===== config.mk =====
export PLATFORM = sky130hd
export DESIGN_NAME = fmtb_ctrl
export DESIGN_NICKNAME = d
export VERILOG_FILES = /design/src/rtl/core/fmtb_pkg.sv /design/src/rtl/core/fmtb_ctrl.sv
export SDC_FILE = /design/constraint.sdc
export NUM_CORES = 1
export LEC_CHECK = 0
export BUFFER_PORTS_ARGS = -buffer_cell sky130_fd_sc_hd__buf_2
export CORE_MARGIN = 2
export CORE_UTILIZATION = 40
export DETAILED_ROUTE_END_ITERATION = 10
export MAX_ROUTING_LAYER = met4
export PLACE_DENSITY = 0.6
export SYNTH_ARGS = -nofsm -noshare
export SYNTH_HDL_FRONTEND = slang
export SYNTH_SLANG_ARGS = --single-unit

===== constraint.sdc =====
create_clock -name i_clk -period 1.7 [get_ports i_clk]
set_input_delay 0.34 -clock i_clk [delete_from_list [all_inputs] [get_ports i_clk]]
set_output_delay 0.34 -clock i_clk [all_outputs]
set_load 0.03 [all_outputs]

===== src/rtl/core/fmtb_pkg.sv =====
// fmtb_pkg: shared types, widths and codes of the fast marching tree builder
// no dependencies; imported by every module of the block
package fmtb_pkg;

    localparam int MAX_POINTS = 64;
    localparam int DIMENSIONS = 3;
    localparam int COORD_BITS = 16;

    localparam int IDX_W   = $clog2(MAX_POINTS);
    localparam int CNT_W   = $clog2(MAX_POINTS + 1);
    localparam int DIM_W   = (DIMENSIONS > 1) ? $clog2(DIMENSIONS) : 1;
    localparam int COST_W  = 24;
    localparam int RAD_W   = 16;
    localparam int SUM_X   = (DIMENSIONS > 1) ? $clog2(DIMENSIONS) : 0;
    localparam int SUM_W   = 2 * COORD_BITS + SUM_X + (SUM_X % 2);
    localparam int ROOT_W  = SUM_W / 2;
    localparam int ADDR_W  = 4;
    localparam int DATA_W  = 32;

    localparam logic [COST_W-1:0] COST_MAX = {COST_W{1'b1}};
    localparam logic [RAD_W-1:0]  RADIUS_RESET = RAD_W'(256);

    // register indexes (byte address bits [3:2])
    localparam logic [1:0] REG_RADIUS = 2'd0;
    localparam logic [1:0] REG_LIMIT  = 2'd1;
    localparam logic [1:0] REG_LIM_EN = 2'd2;

    typedef enum logic [1:0] {
        ST_UNVISITED = 2'd0,
        ST_OPEN      = 2'd1,
        ST_CLOSED    = 2'd2
    } t_status;

    typedef struct packed {
        logic signed [COORD_BITS-1:0] coord_0;
        logic signed [COORD_BITS-1:0] coord_1;
        logic signed [COORD_BITS-1:0] coord_2;
        logic                         last_point;
    } t_point_word;

    typedef struct packed {
        logic [IDX_W-1:0]  point_index;
        logic              has_parent;
        logic [IDX_W-1:0]  parent_index;
        logic [COST_W-1:0] path_cost;
        logic [1:0]        node_status;
        logic              last_result;
    } t_result_word;

    typedef logic [DIMENSIONS-1:0][COORD_BITS-1:0] t_coords;

    typedef struct packed {
        logic              has_parent;
        logic [IDX_W-1:0]  parent;
        logic [COST_W-1:0] cost;
        t_status           status;
    } t_node;

    typedef enum logic [4:0] {
        OP_NONE,
        OP_LOAD,
        OP_FIND_INIT,
        OP_FIND_CHK,
        OP_ZP_LD,
        OP_X_CHK,
        OP_ACC_XZ,
        OP_Y_INIT,
        OP_Y_RD,
        OP_Y_CHK,
        OP_ACC_XY,
        OP_SQ_START,
        OP_Y_CMP,
        OP_Y_INC,
        OP_X_WR,
        OP_X_INC,
        OP_R_END,
        OP_E_INIT,
        OP_E_OUT,
        OP_CLEAR,
        OP_ZP_RD
    } t_op;

    typedef struct packed {
        t_op  op;
        logic busy;
    } t_cmd;

    typedef struct packed {
        logic x_last;
        logic y_last;
        logic z_found;
        logic x_cand;
        logic y_open;
        logic dim_last;
        logic in_rad;
        logic sq_busy;
        logic stop;
    } t_stat;

    typedef enum logic [4:0] {
        S_IDLE,
        S_FIND_INIT,
        S_FIND_RD,
        S_FIND_CHK,
        S_FIND_DONE,
        S_ZP_LD,
        S_X_RD,
        S_X_CHK,
        S_XZ_ACC,
        S_XZ_TST,
        S_Y_RD,
        S_Y_CHK,
        S_YD_ACC,
        S_YD_TST,
        S_Y_SQ,
        S_Y_CMP,
        S_Y_NEXT,
        S_X_WR,
        S_X_NEXT,
        S_R_END,
        S_E_INIT,
        S_E_RD,
        S_E_OUT,
        S_CLEAR
    } t_state;

endpackage


===== src/rtl/core/fmtb_ctrl.sv =====
// fmtb_ctrl: sequencer for loading, tree growth rounds and result emission
// depends on fmtb_pkg
module fmtb_ctrl (
    input  logic            i_clk,
    input  logic            i_rst_n,
    input  logic            i_start,
    input  logic            i_last_point,
    input  fmtb_pkg::t_stat i_stat,
    output fmtb_pkg::t_cmd  o_cmd
);
    import fmtb_pkg::*;

    t_state r_state;
    t_state n_state;
    t_op    op;

    always_ff @(posedge i_clk) begin
        if (!i_rst_n) begin
            r_state <= S_IDLE;
        end else begin
            r_state <= n_state;
        end
    end

    always_comb begin
        n_state = r_state;
        op      = OP_NONE;
        case (r_state)
            S_IDLE: begin
                if (i_start) begin
                    op = OP_LOAD;
                    if (i_last_point) n_state = S_FIND_INIT;
                end
            end
            S_FIND_INIT: begin
                op      = OP_FIND_INIT;
                n_state = S_FIND_RD;
            end
            S_FIND_RD: n_state = S_FIND_CHK;
            S_FIND_CHK: begin
                op      = OP_FIND_CHK;
                n_state = i_stat.x_last ? S_FIND_DONE : S_FIND_RD;
            end
            S_FIND_DONE: begin
                if (i_stat.z_found) begin
                    op      = OP_ZP_RD;
                    n_state = S_ZP_LD;
                end else begin
                    n_state = S_E_INIT;
                end
            end
            S_ZP_LD: begin
                op      = OP_ZP_LD;
                n_state = S_X_RD;
            end
            S_X_RD: n_state = S_X_CHK;
            S_X_CHK: begin
                op      = OP_X_CHK;
                n_state = i_stat.x_cand ? S_XZ_ACC : S_X_NEXT;
            end
            S_XZ_ACC: begin
                op = OP_ACC_XZ;
                if (i_stat.dim_last) n_state = S_XZ_TST;
            end
            S_XZ_TST: begin
                if (i_stat.in_rad) begin
                    op      = OP_Y_INIT;
                    n_state = S_Y_RD;
                end else begin
                    n_state = S_X_NEXT;
                end
            end
            S_Y_RD: begin
                op      = OP_Y_RD;
                n_state = S_Y_CHK;
            end
            S_Y_CHK: begin
                op      = OP_Y_CHK;
                n_state = i_stat.y_open ? S_YD_ACC : S_Y_NEXT;
            end
            S_YD_ACC: begin
                op = OP_ACC_XY;
                if (i_stat.dim_last) n_state = S_YD_TST;
            end
            S_YD_TST: begin
                if (i_stat.in_rad) begin
                    op      = OP_SQ_START;
                    n_state = S_Y_SQ;
                end else begin
                    n_state = S_Y_NEXT;
                end
            end
            S_Y_SQ: begin
                if (!i_stat.sq_busy) n_state = S_Y_CMP;
            end
            S_Y_CMP: begin
                op      = OP_Y_CMP;
                n_state = S_Y_NEXT;
            end
            S_Y_NEXT: begin
                if (i_stat.y_last) begin
                    n_state = S_X_WR;
                end else begin
                    op      = OP_Y_INC;
                    n_state = S_Y_RD;
                end
            end
            S_X_WR: begin
                op      = OP_X_WR;
                n_state = S_X_NEXT;
            end
            S_X_NEXT: begin
                if (i_stat.x_last) begin
                    n_state = S_R_END;
                end else begin
                    op      = OP_X_INC;
                    n_state = S_X_RD;
                end
            end
            S_R_END: begin
                op      = OP_R_END;
                n_state = i_stat.stop ? S_E_INIT : S_FIND_INIT;
            end
            S_E_INIT: begin
                op      = OP_E_INIT;
                n_state = S_E_RD;
            end
            S_E_RD: n_state = S_E_OUT;
            S_E_OUT: begin
                op      = OP_E_OUT;
                n_state = i_stat.x_last ? S_CLEAR : S_E_RD;
            end
            S_CLEAR: begin
                op      = OP_CLEAR;
                n_state = S_IDLE;
            end
            default: n_state = S_IDLE;
        endcase
    end

    assign o_cmd.op   = op;
    assign o_cmd.busy = (r_state != S_IDLE);

endmodule


Yosys cells after proc, flatten, opt, wreduce, memory -nomap -nowiden:

Index checks and enable logic that the tools add are counted.

* logic and storage cells: 55
* bits in registers: 5
* input bits: 13

* equality and inequality tests: 28
* reduce and logical (&&, ||, !) cells: 3
* multiplexer cells: 23

Operator list (number)
* $pmux W5 S23: 1
* $pmux W5 S20: 1
* $mux W5: 14
* $eq A5 B4 Y1 const B: 8
* $eq A5 B5 Y1 const B: 8
* $eq A5 B3 Y1 const B: 4
* $mux W4: 3
* $eq A5 B2 Y1 const B: 2
* $ne A2 B2 Y1 const B: 5
* $mux W3: 2
* $eq A5 B1 Y1 const B: 1
* $logic_not A5 Y1: 1
* $reduce_and A5 Y1: 1
* $reduce_bool A5 Y1: 1
* $mux W2: 1
* $mux W1: 1

Longest topological paths before layout:

Gate-level depths: netlist (run 1).

* depth after elaboration: 3
* depth in mapped cells: 6
* mapped depth without buffers: 4

Worst setup path before layout (run 1):

No wires, ideal clock.

* kind: register to output
* start: reg r_state[0]
* end: out o_cmd[1] (netlist name)
* required time: 1.360 ns
* cell stages (with the launch flop): 6
* arrival time: 1.482 ns
* setup slack: -0.122 ns
* cell sequence: dfxtp_1 -> buf_2 -> nor3_1 -> a21boi_1 -> o22a_1 -> o211ai_1

RTL lines
* from (decl): RTL line fmtb_ctrl.sv:13 `t_state r_state;`
* from (signal assigned): RTL line fmtb_ctrl.sv:21 `r_state <= n_state;`
* to (decl): RTL line fmtb_ctrl.sv:9 `output fmtb_pkg::t_cmd o_cmd`

==> impl_summary.log, run 1 <==
[metrics] instance count of the mapped netlist: around 110
[metrics] top flip-flop cell by instance count after synthesis: sky130_fd_sc_hd__dfxtp_1
[metrics] Die Footprint: 2340 sq um
[metrics] failing checks: setup timing
[metrics] largest register by flop count: r_state
[metrics] Worst path top cell family by delay: simple AND/OR/NAND/NOR gates
[metrics] GRT Residual Overflow: 0
[metrics] clock latency of the later-clocked register in the worst-skew pair: about 0.24 ns
[metrics] worst hold path type: in -> reg
[metrics] leading registers by flop count: r_state (5)
[metrics] dpl cell area: about 1100 sq um
[metrics] type of the setup path with the least slack: reg -> out
[metrics] post-DP HPWL: slightly below 2000 microns
[metrics] detail-routed net length per standard cell: between 15 and 20 microns
[metrics] Final Wtd Congestion: around 0.87
[metrics] CP Max Fanout: 6
[metrics] result of the run: finished with violations
[metrics] Final Max Slew Viols: 0
[metrics] Worst-Margin Slew: slightly above 0.4 ns
[metrics] worst-case register-to-register setup slack: 0.13 ns
[metrics] CTS tree: yes
[metrics] layout overhead on the synthesized area: 65.8%
[metrics] clock edge transition at the registers on the reported setup and hold paths: ~0.050 ns
[metrics] starting DRC count in detailed routing: 47
[metrics] PnR Total Power: just over 1 mW
[metrics] r2r endpoint: r_state[0]
[metrics] total length of routed wires: 2850 microns
[metrics] antenna-violating nets left: 0
[metrics] leakage power: roughly 0.57 nW
[metrics] cell type with the highest aggregate area in the netlist: sky130_fd_sc_hd__dfxtp_1
[metrics] max reg flops: 5
[metrics] Top-Level Pins: 19
[metrics] Post-Syn Area: 787 sq um
[metrics] RSZ-0062 raised after global routing: true
[metrics] sink count of the clock tree: 5
[metrics] Critical Path RT: 1.36 ns
[metrics] vias in the first global route: 1022
[metrics] Fillers: between 150 and 200
[metrics] antenna violations before repair: 0
[metrics] Yosys Warn Count: 0
[metrics] Final Hold Viols: 0
[metrics] H-tree depth: 1
[metrics] minimum clock period: about 1.9 ns
[metrics] first-pass GRT wire length: about 4400 microns
[metrics] antenna cells: 0
[metrics] crit path cell chain: or3b_4 > o22ai_2 > a32oi_2 > o211ai_1 > buf_4
[metrics] number of stages on the worst hold path: 2
[metrics] share of cells above drive strength 1: between 50% and 60%
[metrics] Placement Rows: 16
[metrics] area of the multi-input gates: 689 sq um
[metrics] TritonCTS Buffers: 3
[metrics] cell with the biggest individual delay on the critical path: sky130_fd_sc_hd__or3b_4
[metrics] final worst-path setup slack: -0.221 ns
[metrics] maximum cell stage delay along the critical path: between 0.4 and 0.5 ns
[metrics] number of buffers inserted for hold repair after clock tree synthesis: 0
[metrics] clock root buffer: sky130_fd_sc_hd__clkbuf_4
[metrics] data arrival at the endpoint of the critical path: 1.58 ns
[metrics] Slew Limit Headroom: between 70% and 80%
[metrics] height of the chip: approximately 48 microns
[metrics] area share of the leading cell type in the synthesized netlist: approximately an eighth
[metrics] Seq/Total Area, Yosys: about an eighth
[metrics] count of distinct cell types in the synthesized netlist: between 40 and 50
[metrics] kind of capture point of the worst setup path: output port
[metrics] number of synthesized register bits: 5
[metrics] number of detailed-routing iterations run before antenna repair: 4
[metrics] VDD IR max: roughly 0.76 mV
[metrics] peak clock frequency supported by timing: 0.520 GHz
[metrics] Avg Synthesized Cell Area: 6.96 sq um
[metrics] GRT Resource Usage Total: between 20% and 30%
[metrics] floorplan die width: 48.4 microns
[metrics] max-cap violation count: 0
[metrics] Clock Path Buffers: 2
[metrics] number of remaining DRC errors: 0
[metrics] Initial Utilization: 41.4%
[metrics] combined flip-flop and latch cell area: 114 sq um
[metrics] number of nets in the finished design: 176
[metrics] share of synthesized flip-flops with an asynchronous set or reset: 0%
[metrics] largest net degree at the start of global routing: 13
[metrics] post-route standard cell area excluding fillers: 1310 sq um
[metrics] number of buffers inserted by port buffering: 18
[metrics] final setup violation count: 5
[metrics] hold-critical path endpoint: r_state[1]
[metrics] Core Area: about 1900 sq um
[metrics] leading post-synthesis cells by cell area: sky130_fd_sc_hd__dfxtp_1 13%, sky130_fd_sc_hd__a21oi_1 5.7%, sky130_fd_sc_hd__nand2b_1 4.8%
[metrics] Worst Reg-to-Reg Cells: 6
[metrics] number of enable-type register cells in the synthesized netlist: 0
[metrics] Worst Clk Skew: roughly 0.0017 ns
[metrics] final critical-path share of the clock period: 113%
[metrics] total number of vias: ~1100
[metrics] reg-to-reg startpoint: r_state[2]
[metrics] hold path start: i_rst_n
[metrics] number of buffer and inverter instances along the worst setup path: 1
[metrics] power per standard cell area: 784 nW/um^2
[metrics] kind of start point of the critical path: register
[metrics] per-cell via count in the routed design: between 5 and 6
[metrics] Net Count, Synth: approximately 130
synth_stat cells, types with 2 or more instances:
| cell type | number |
|---|---|
| sky130_fd_sc_hd__nor2_1 | 10 |
| sky130_fd_sc_hd__a21oi_1 | 9 |
| sky130_fd_sc_hd__buf_2 | 6 |
| sky130_fd_sc_hd__nand2_1 | 6 |
| sky130_fd_sc_hd__nand2b_1 | 6 |
| sky130_fd_sc_hd__nor2b_1 | 6 |
| sky130_fd_sc_hd__dfxtp_1 | 5 |
| sky130_fd_sc_hd__nand3_1 | 5 |
| sky130_fd_sc_hd__o21ai_0 | 5 |
| sky130_fd_sc_hd__o21ai_1 | 5 |
| sky130_fd_sc_hd__inv_1 | 4 |
| sky130_fd_sc_hd__nor3_1 | 4 |
| sky130_fd_sc_hd__buf_4 | 3 |
| sky130_fd_sc_hd__mux2i_1 | 3 |
| sky130_fd_sc_hd__or3b_1 | 3 |
| sky130_fd_sc_hd__a21boi_1 | 2 |
| sky130_fd_sc_hd__a32oi_1 | 2 |
| sky130_fd_sc_hd__buf_6 | 2 |
| sky130_fd_sc_hd__mux2_2 | 2 |
| sky130_fd_sc_hd__nor3b_1 | 2 |
| sky130_fd_sc_hd__o22ai_1 | 2 |
layer usage:
layer | global-route usage (%) | up-vias | part of all wire, %
met5 | - | - | 0
met3 | 4.94 | 13 | 5.3
met2 | 42.6 | 45 | 50
met1 | 27.4 | 515 | 41
li1 | - | 521 | -
met4 | 9.05 | 0 | 3.7
worst reg2reg max path, delay by kind of cell (launching register included):
kind / cells / cell delay [ns]
compound gates: 3 / 0.75
flops: 1 / 0.38
buf+inv: 2 / 0.30
simple gates: 1 / 0.06
final cells by class:
type	count	share of cell area [%]
inverter	4	1.15
clock buffer	3	1.73
clock inverter	1	0.384
sequential	5	8.72
tap	27	2.59
multi-input combinational	92	52.8
timing repair buffer	57	32.6
through the flow:
step	setup TNS [ns]	util (%)	hold WS [ns]	instances	setup WS, ns
floorplan	-0.0765	-	0.458	113	-0.0765
finish	-0.635	68.6	0.369	189	-0.221
detailed placement	-0.162	57.8	0.631	179	-0.0512
global route	-0.957	68.6	0.369	189	-0.310
global placement	-0.0222	57.8	0.625	179	-0.0141
CTS	-0.563	66.3	0.362	187	-0.175
what timing repair did:
action,CTS,global route
endpoints found under the setup margin,5,6
buffers inserted,4,2
pin swaps,8,3
resized for setup,33,8
kinds of logic after synthesis:
group / Yosys count / share of synthesized area (%)
AOI/OAI and AO/OA: 40 / 35.3
and+or+nand+nor: 47 / 33.4
buffers and inverters: 16 / 11.9
DFF: 5 / 12.7
muxes: 5 / 6.68
cells in the final DEF (no fill, tap or decap), drive strengths merged, types with 4 or more instances in the layout:
master | Yosys | routed
nor2b | 6 | 6
dfxtp | 5 | 5
o21ai | 10 | 10
buf | 11 | 57
nand2 | 6 | 6
nand3 | 5 | 5
inv | 4 | 4
a21oi | 9 | 9
nand2b | 6 | 6
nor2 | 10 | 10
nor3 | 4 | 4
worst max path at each step:
stage | start | endpoint | slack, ns | depth (start not counted)
after global placement | r_state[1] | o_cmd[3] | -0.01 | 5
after detailed placement | r_state[1] | o_cmd[3] | -0.05 | 5
after floorplan | r_state[0] | o_cmd[1] | -0.08 | 5
after CTS | r_state[3] | o_cmd[1] | -0.17 | 5
final | r_state[1] | o_cmd[1] | -0.22 | 5
after global routing | r_state[3] | o_cmd[1] | -0.31 | 5
report_power, final:
group | internal, mW | switching (mW) | leakage, nW
Clock | 0.0853 | 0.0538 | 0.0177
Combinational | 0.359 | 0.353 | 0.511
Sequential | 0.139 | 0.0323 | 0.0438
No activity file was read; power rests on OpenSTA's default activity.
==> run 2, diff against run 1 <==
--- a/config.mk
+++ b/config.mk
@@ -6,7 +6,7 @@
 export NUM_CORES = 1
 export LEC_CHECK = 0
 export BUFFER_PORTS_ARGS = -buffer_cell sky130_fd_sc_hd__buf_2
-export CORE_MARGIN = 2
+export CORE_MARGIN = 10
 export CORE_UTILIZATION = 40
 export DETAILED_ROUTE_END_ITERATION = 10
 export MAX_ROUTING_LAYER = met4
==> constraint.sdc (replaced) <==
create_clock -name i_clk -period 1.8 [get_ports i_clk]
set_input_delay 0.36 -clock i_clk [delete_from_list [all_inputs] [get_ports i_clk]]
set_output_delay 0.36 -clock i_clk [all_outputs]
set_load 0.03 [all_outputs]
==> run 2 against run 1 <==
Net effect: the flow still finishes with violations (setup timing); flip-flop and latch count did not move; worst setup slack better by 0.14 ns; sequential share of layout area grew 0.96 points; combinational power shrank 22%; global-route usage is 12 points lower; clock-buffer cell count is 1 higher; die area grew 77%; non-clock buffer count decreased by 20; critical path depth unchanged.
==> impl_summary.log, run 2 (synthesized netlist as in run 1, its figures left out) <==
[metrics] clock root buffer: sky130_fd_sc_hd__clkbuf_4 (unchanged)
[metrics] failing checks: setup timing (unchanged)
[metrics] area of the multi-input gates: 671 sq um (was 689 sq um)
[metrics] sink count of the clock tree: 5 (unchanged)
[metrics] minimum clock period: 1.89 ns
[metrics] number of stages on the worst hold path: 2 (unchanged)
[metrics] power per standard cell area: 742 nW/um^2 (was 784 nW/um^2)
[metrics] GRT Resource Usage Total: 12.3% (was 24.3%)
[metrics] detail-routed net length per standard cell: 16.3 microns (was 15.1 microns)
[metrics] Core Area: 1800 sq um (was 1900 sq um)
[metrics] H-tree depth: 1 (unchanged)
[metrics] share of cells above drive strength 1: 43.7% (was 53.7%)
[metrics] total number of vias: 989 (was 1094)
[metrics] number of buffer and inverter instances along the worst setup path: 1 (unchanged)
[metrics] power share of the clock group: 14.8% (was 13.6%)
[metrics] Critical Path RT: 1.44 ns (was 1.36 ns)
[metrics] Final Hold Viols: 0 (unchanged)
[metrics] combined flip-flop and latch cell area: 110 sq um (was 114 sq um)
[metrics] total length of routed wires: 2720 microns (was 2850 microns)
[metrics] Slew Limit Headroom: 73.7% (was 72.9%)
[metrics] PnR Total Power: 0.844 mW (was 1.02 mW)
[metrics] max reg flops: 5 (unchanged)
[metrics] antenna cells: 0 (unchanged)
[metrics] largest register by flop count: r_state (unchanged)
[metrics] number of buffers inserted by port buffering: 18 (unchanged)
[metrics] RSZ-0062 raised after global routing: true (unchanged)
[metrics] type of the setup path with the least slack: reg -> out (unchanged)
[metrics] kind of capture point of the worst setup path: output port (unchanged)
[metrics] leakage power: 0.469 nW (was 0.573 nW)
[metrics] peak clock frequency supported by timing: ~0.53 GHz
[metrics] number of detailed-routing iterations run before antenna repair: 4 (unchanged)
[metrics] switch share: 43.7% (was 43.0%)
[metrics] Worst Clk Skew: 0.000167 ns (was 0.00174 ns)
[metrics] Placement Rows: 15 (was 16)
[metrics] final setup violation count: 4 (was 5)
[metrics] kind of start point of the critical path: register (unchanged)
[metrics] starting DRC count in detailed routing: 45 (was 47)
[metrics] maximum cell stage delay along the critical path: 0.41 ns (about the same)
[metrics] antenna-violating nets left: 0 (unchanged)
[metrics] worst hold path type: in -> reg (unchanged)
[metrics] Final Wtd Congestion: 0.871 (was 0.875)
[metrics] floorplan die width: 64.4 microns (was 48.4 microns)
[metrics] per-cell via count in the routed design: 5.92 (was 5.79)
[metrics] TritonCTS Buffers: 3 (unchanged)
[metrics] leading registers by flop count: r_state (5) (unchanged)
[metrics] final critical-path share of the clock period: 105%
[metrics] antenna violations before repair: 0 (unchanged)
[metrics] Final TNS setup: -0.263 ns (was -0.635 ns)
[metrics] Initial Utilization: 43.7% (was 41.4%)
[metrics] number of nets in the finished design: 156 (was 176)
[metrics] first-pass GRT wire length: 4280 microns (was 4390 microns)
[metrics] cell with the biggest individual delay on the critical path: sky130_fd_sc_hd__or3b_4 (unchanged)
[metrics] Clock Path Buffers: 2 (unchanged)
[metrics] reported net switching power: 0.369 mW (was 0.439 mW)
[metrics] GRT Residual Overflow: 0 (unchanged)
[metrics] result of the run: finished with violations (unchanged)
[metrics] VDD IR max: 0.584 mV (was 0.758 mV)
[metrics] data arrival at the endpoint of the critical path: 1.53 ns (was 1.58 ns)
[metrics] Worst path top cell family by delay: simple AND/OR/NAND/NOR gates (unchanged)
[metrics] height of the chip: 64.4 microns (was 48.4 microns)
[metrics] commonest cells after routing, fill and taps aside: 17 x sky130_fd_sc_hd__buf_4, 13 x sky130_fd_sc_hd__buf_2, 9 x sky130_fd_sc_hd__nor2_1 (was 36 x sky130_fd_sc_hd__buf_4, 13 x sky130_fd_sc_hd__buf_2, 9 x sky130_fd_sc_hd__nor2_1)
[metrics] final worst-path setup slack: -0.0852 ns (was -0.221 ns)
[metrics] Worst Reg-to-Reg Cells: 7 (was 6)
[metrics] clock edge transition at the registers on the reported setup and hold paths: 0.04 ns (was 0.05 ns)
[metrics] number of remaining DRC errors: 0 (unchanged)
[metrics] Fillers: 170 (was 151)
[metrics] layout overhead on the synthesized area: 44.5% (was 65.8%)
[metrics] post-DP HPWL: 1980 microns (was 1930 microns)
[metrics] largest net degree at the start of global routing: 17 (was 13)
[metrics] number of buffers inserted for hold repair after clock tree synthesis: 0 (unchanged)
[metrics] stages on the worst setup path: 5 (unchanged)
[metrics] internal cell power: 0.475 mW (was 0.583 mW)
[metrics] Top-Level Pins: 19 (unchanged)
[metrics] Final Max Slew Viols: 0 (unchanged)
[metrics] CP Max Fanout: 6 (unchanged)
[metrics] Worst-Margin Slew: 0.393 ns (was 0.405 ns)
[metrics] CTS tree: yes (unchanged)
[metrics] sequential group share of total power: 19.2% (was 16.7%)
[metrics] power share of the combinational group: 66.0% (was 69.7%)
[metrics] clock latency of the later-clocked register in the worst-skew pair: 0.23 ns (was 0.24 ns)
[metrics] vias in the first global route: 936 (was 1022)
[metrics] max-cap violation count: 0 (unchanged)
[metrics] Die Footprint: 4140 sq um (was 2340 sq um)
[metrics] crit path cell chain: or3b_4 > o22ai_2 > a32oi_2 > o211ai_1 > buf_4 (unchanged)
[metrics] leading cell type in the layout, fill and taps excluded: sky130_fd_sc_hd__buf_4 (unchanged)
run 2: per-layer routing:
layer / vias to the layer above / GRT usage, % / part of all wire [%]
li1: 479 / - / -
met1: 472 / 14.3 / 44
met5: - / - / 0
met2: 38 / 21.6 / 51
met4: 0 / 1.07 / 0
met3: 0 / 2.96 / 5.2
run 2: final cells by class:
| type | count | area share, % |
|---|---|---|
| well taps | 25 | 2.75 |
| repair buffers | 37 | 25.0 |
| inverters | 4 | 1.32 |
| clock buffers | 4 | 2.31 |
| multi-input cells | 92 | 59.0 |
| flip-flops and latches | 5 | 9.68 |
run 2: through the flow:
stage | hold slack [ns] | instance area, sq um | instances | utilization, % | setup slack (ns)
floorplan | 0.478 | 802 | 113 | - | 0.00347
global placement | 0.640 | 971 | 160 | 53.9 | 0.0614
detailed placement | 0.631 | 971 | 160 | 53.9 | 0.0244
CTS | 0.385 | 1110 | 167 | 61.5 | -0.0661
global route | 0.395 | 1140 | 167 | 63.1 | -0.151
finish | 0.391 | 1140 | 167 | 63.1 | -0.0852
run 2: power by group through the flow:
stage,logic [mW],registers (mW),clock network [mW]
final,0.557,0.162,0.125
after global routing,0.593,0.164,0.141
after CTS,0.534,0.160,0.127
after detailed placement,0.454,0.151,0
after global placement,0.450,0.150,0
after floorplan,0.351,0.141,0
run 2: repair_timing:
| action | in CTS | in global routing |
|---|---|---|
| endpoints found under the setup margin | 5 | 5 |
| gates resized for setup | 25 | 9 |
| setup buffers | 3 | 0 |
| pin swaps | 8 | 0 |
run 2: final timing paths:
kind	to	slack, ns	from
setup reg to reg	r_state[0]	0.12	r_state[1]
setup / recovery	o_cmd[1]	-0.09	r_state[1]
hold / removal	r_state[1]	0.39	i_rst_n
hold reg to reg	r_state[2]	0.71	r_state[3]
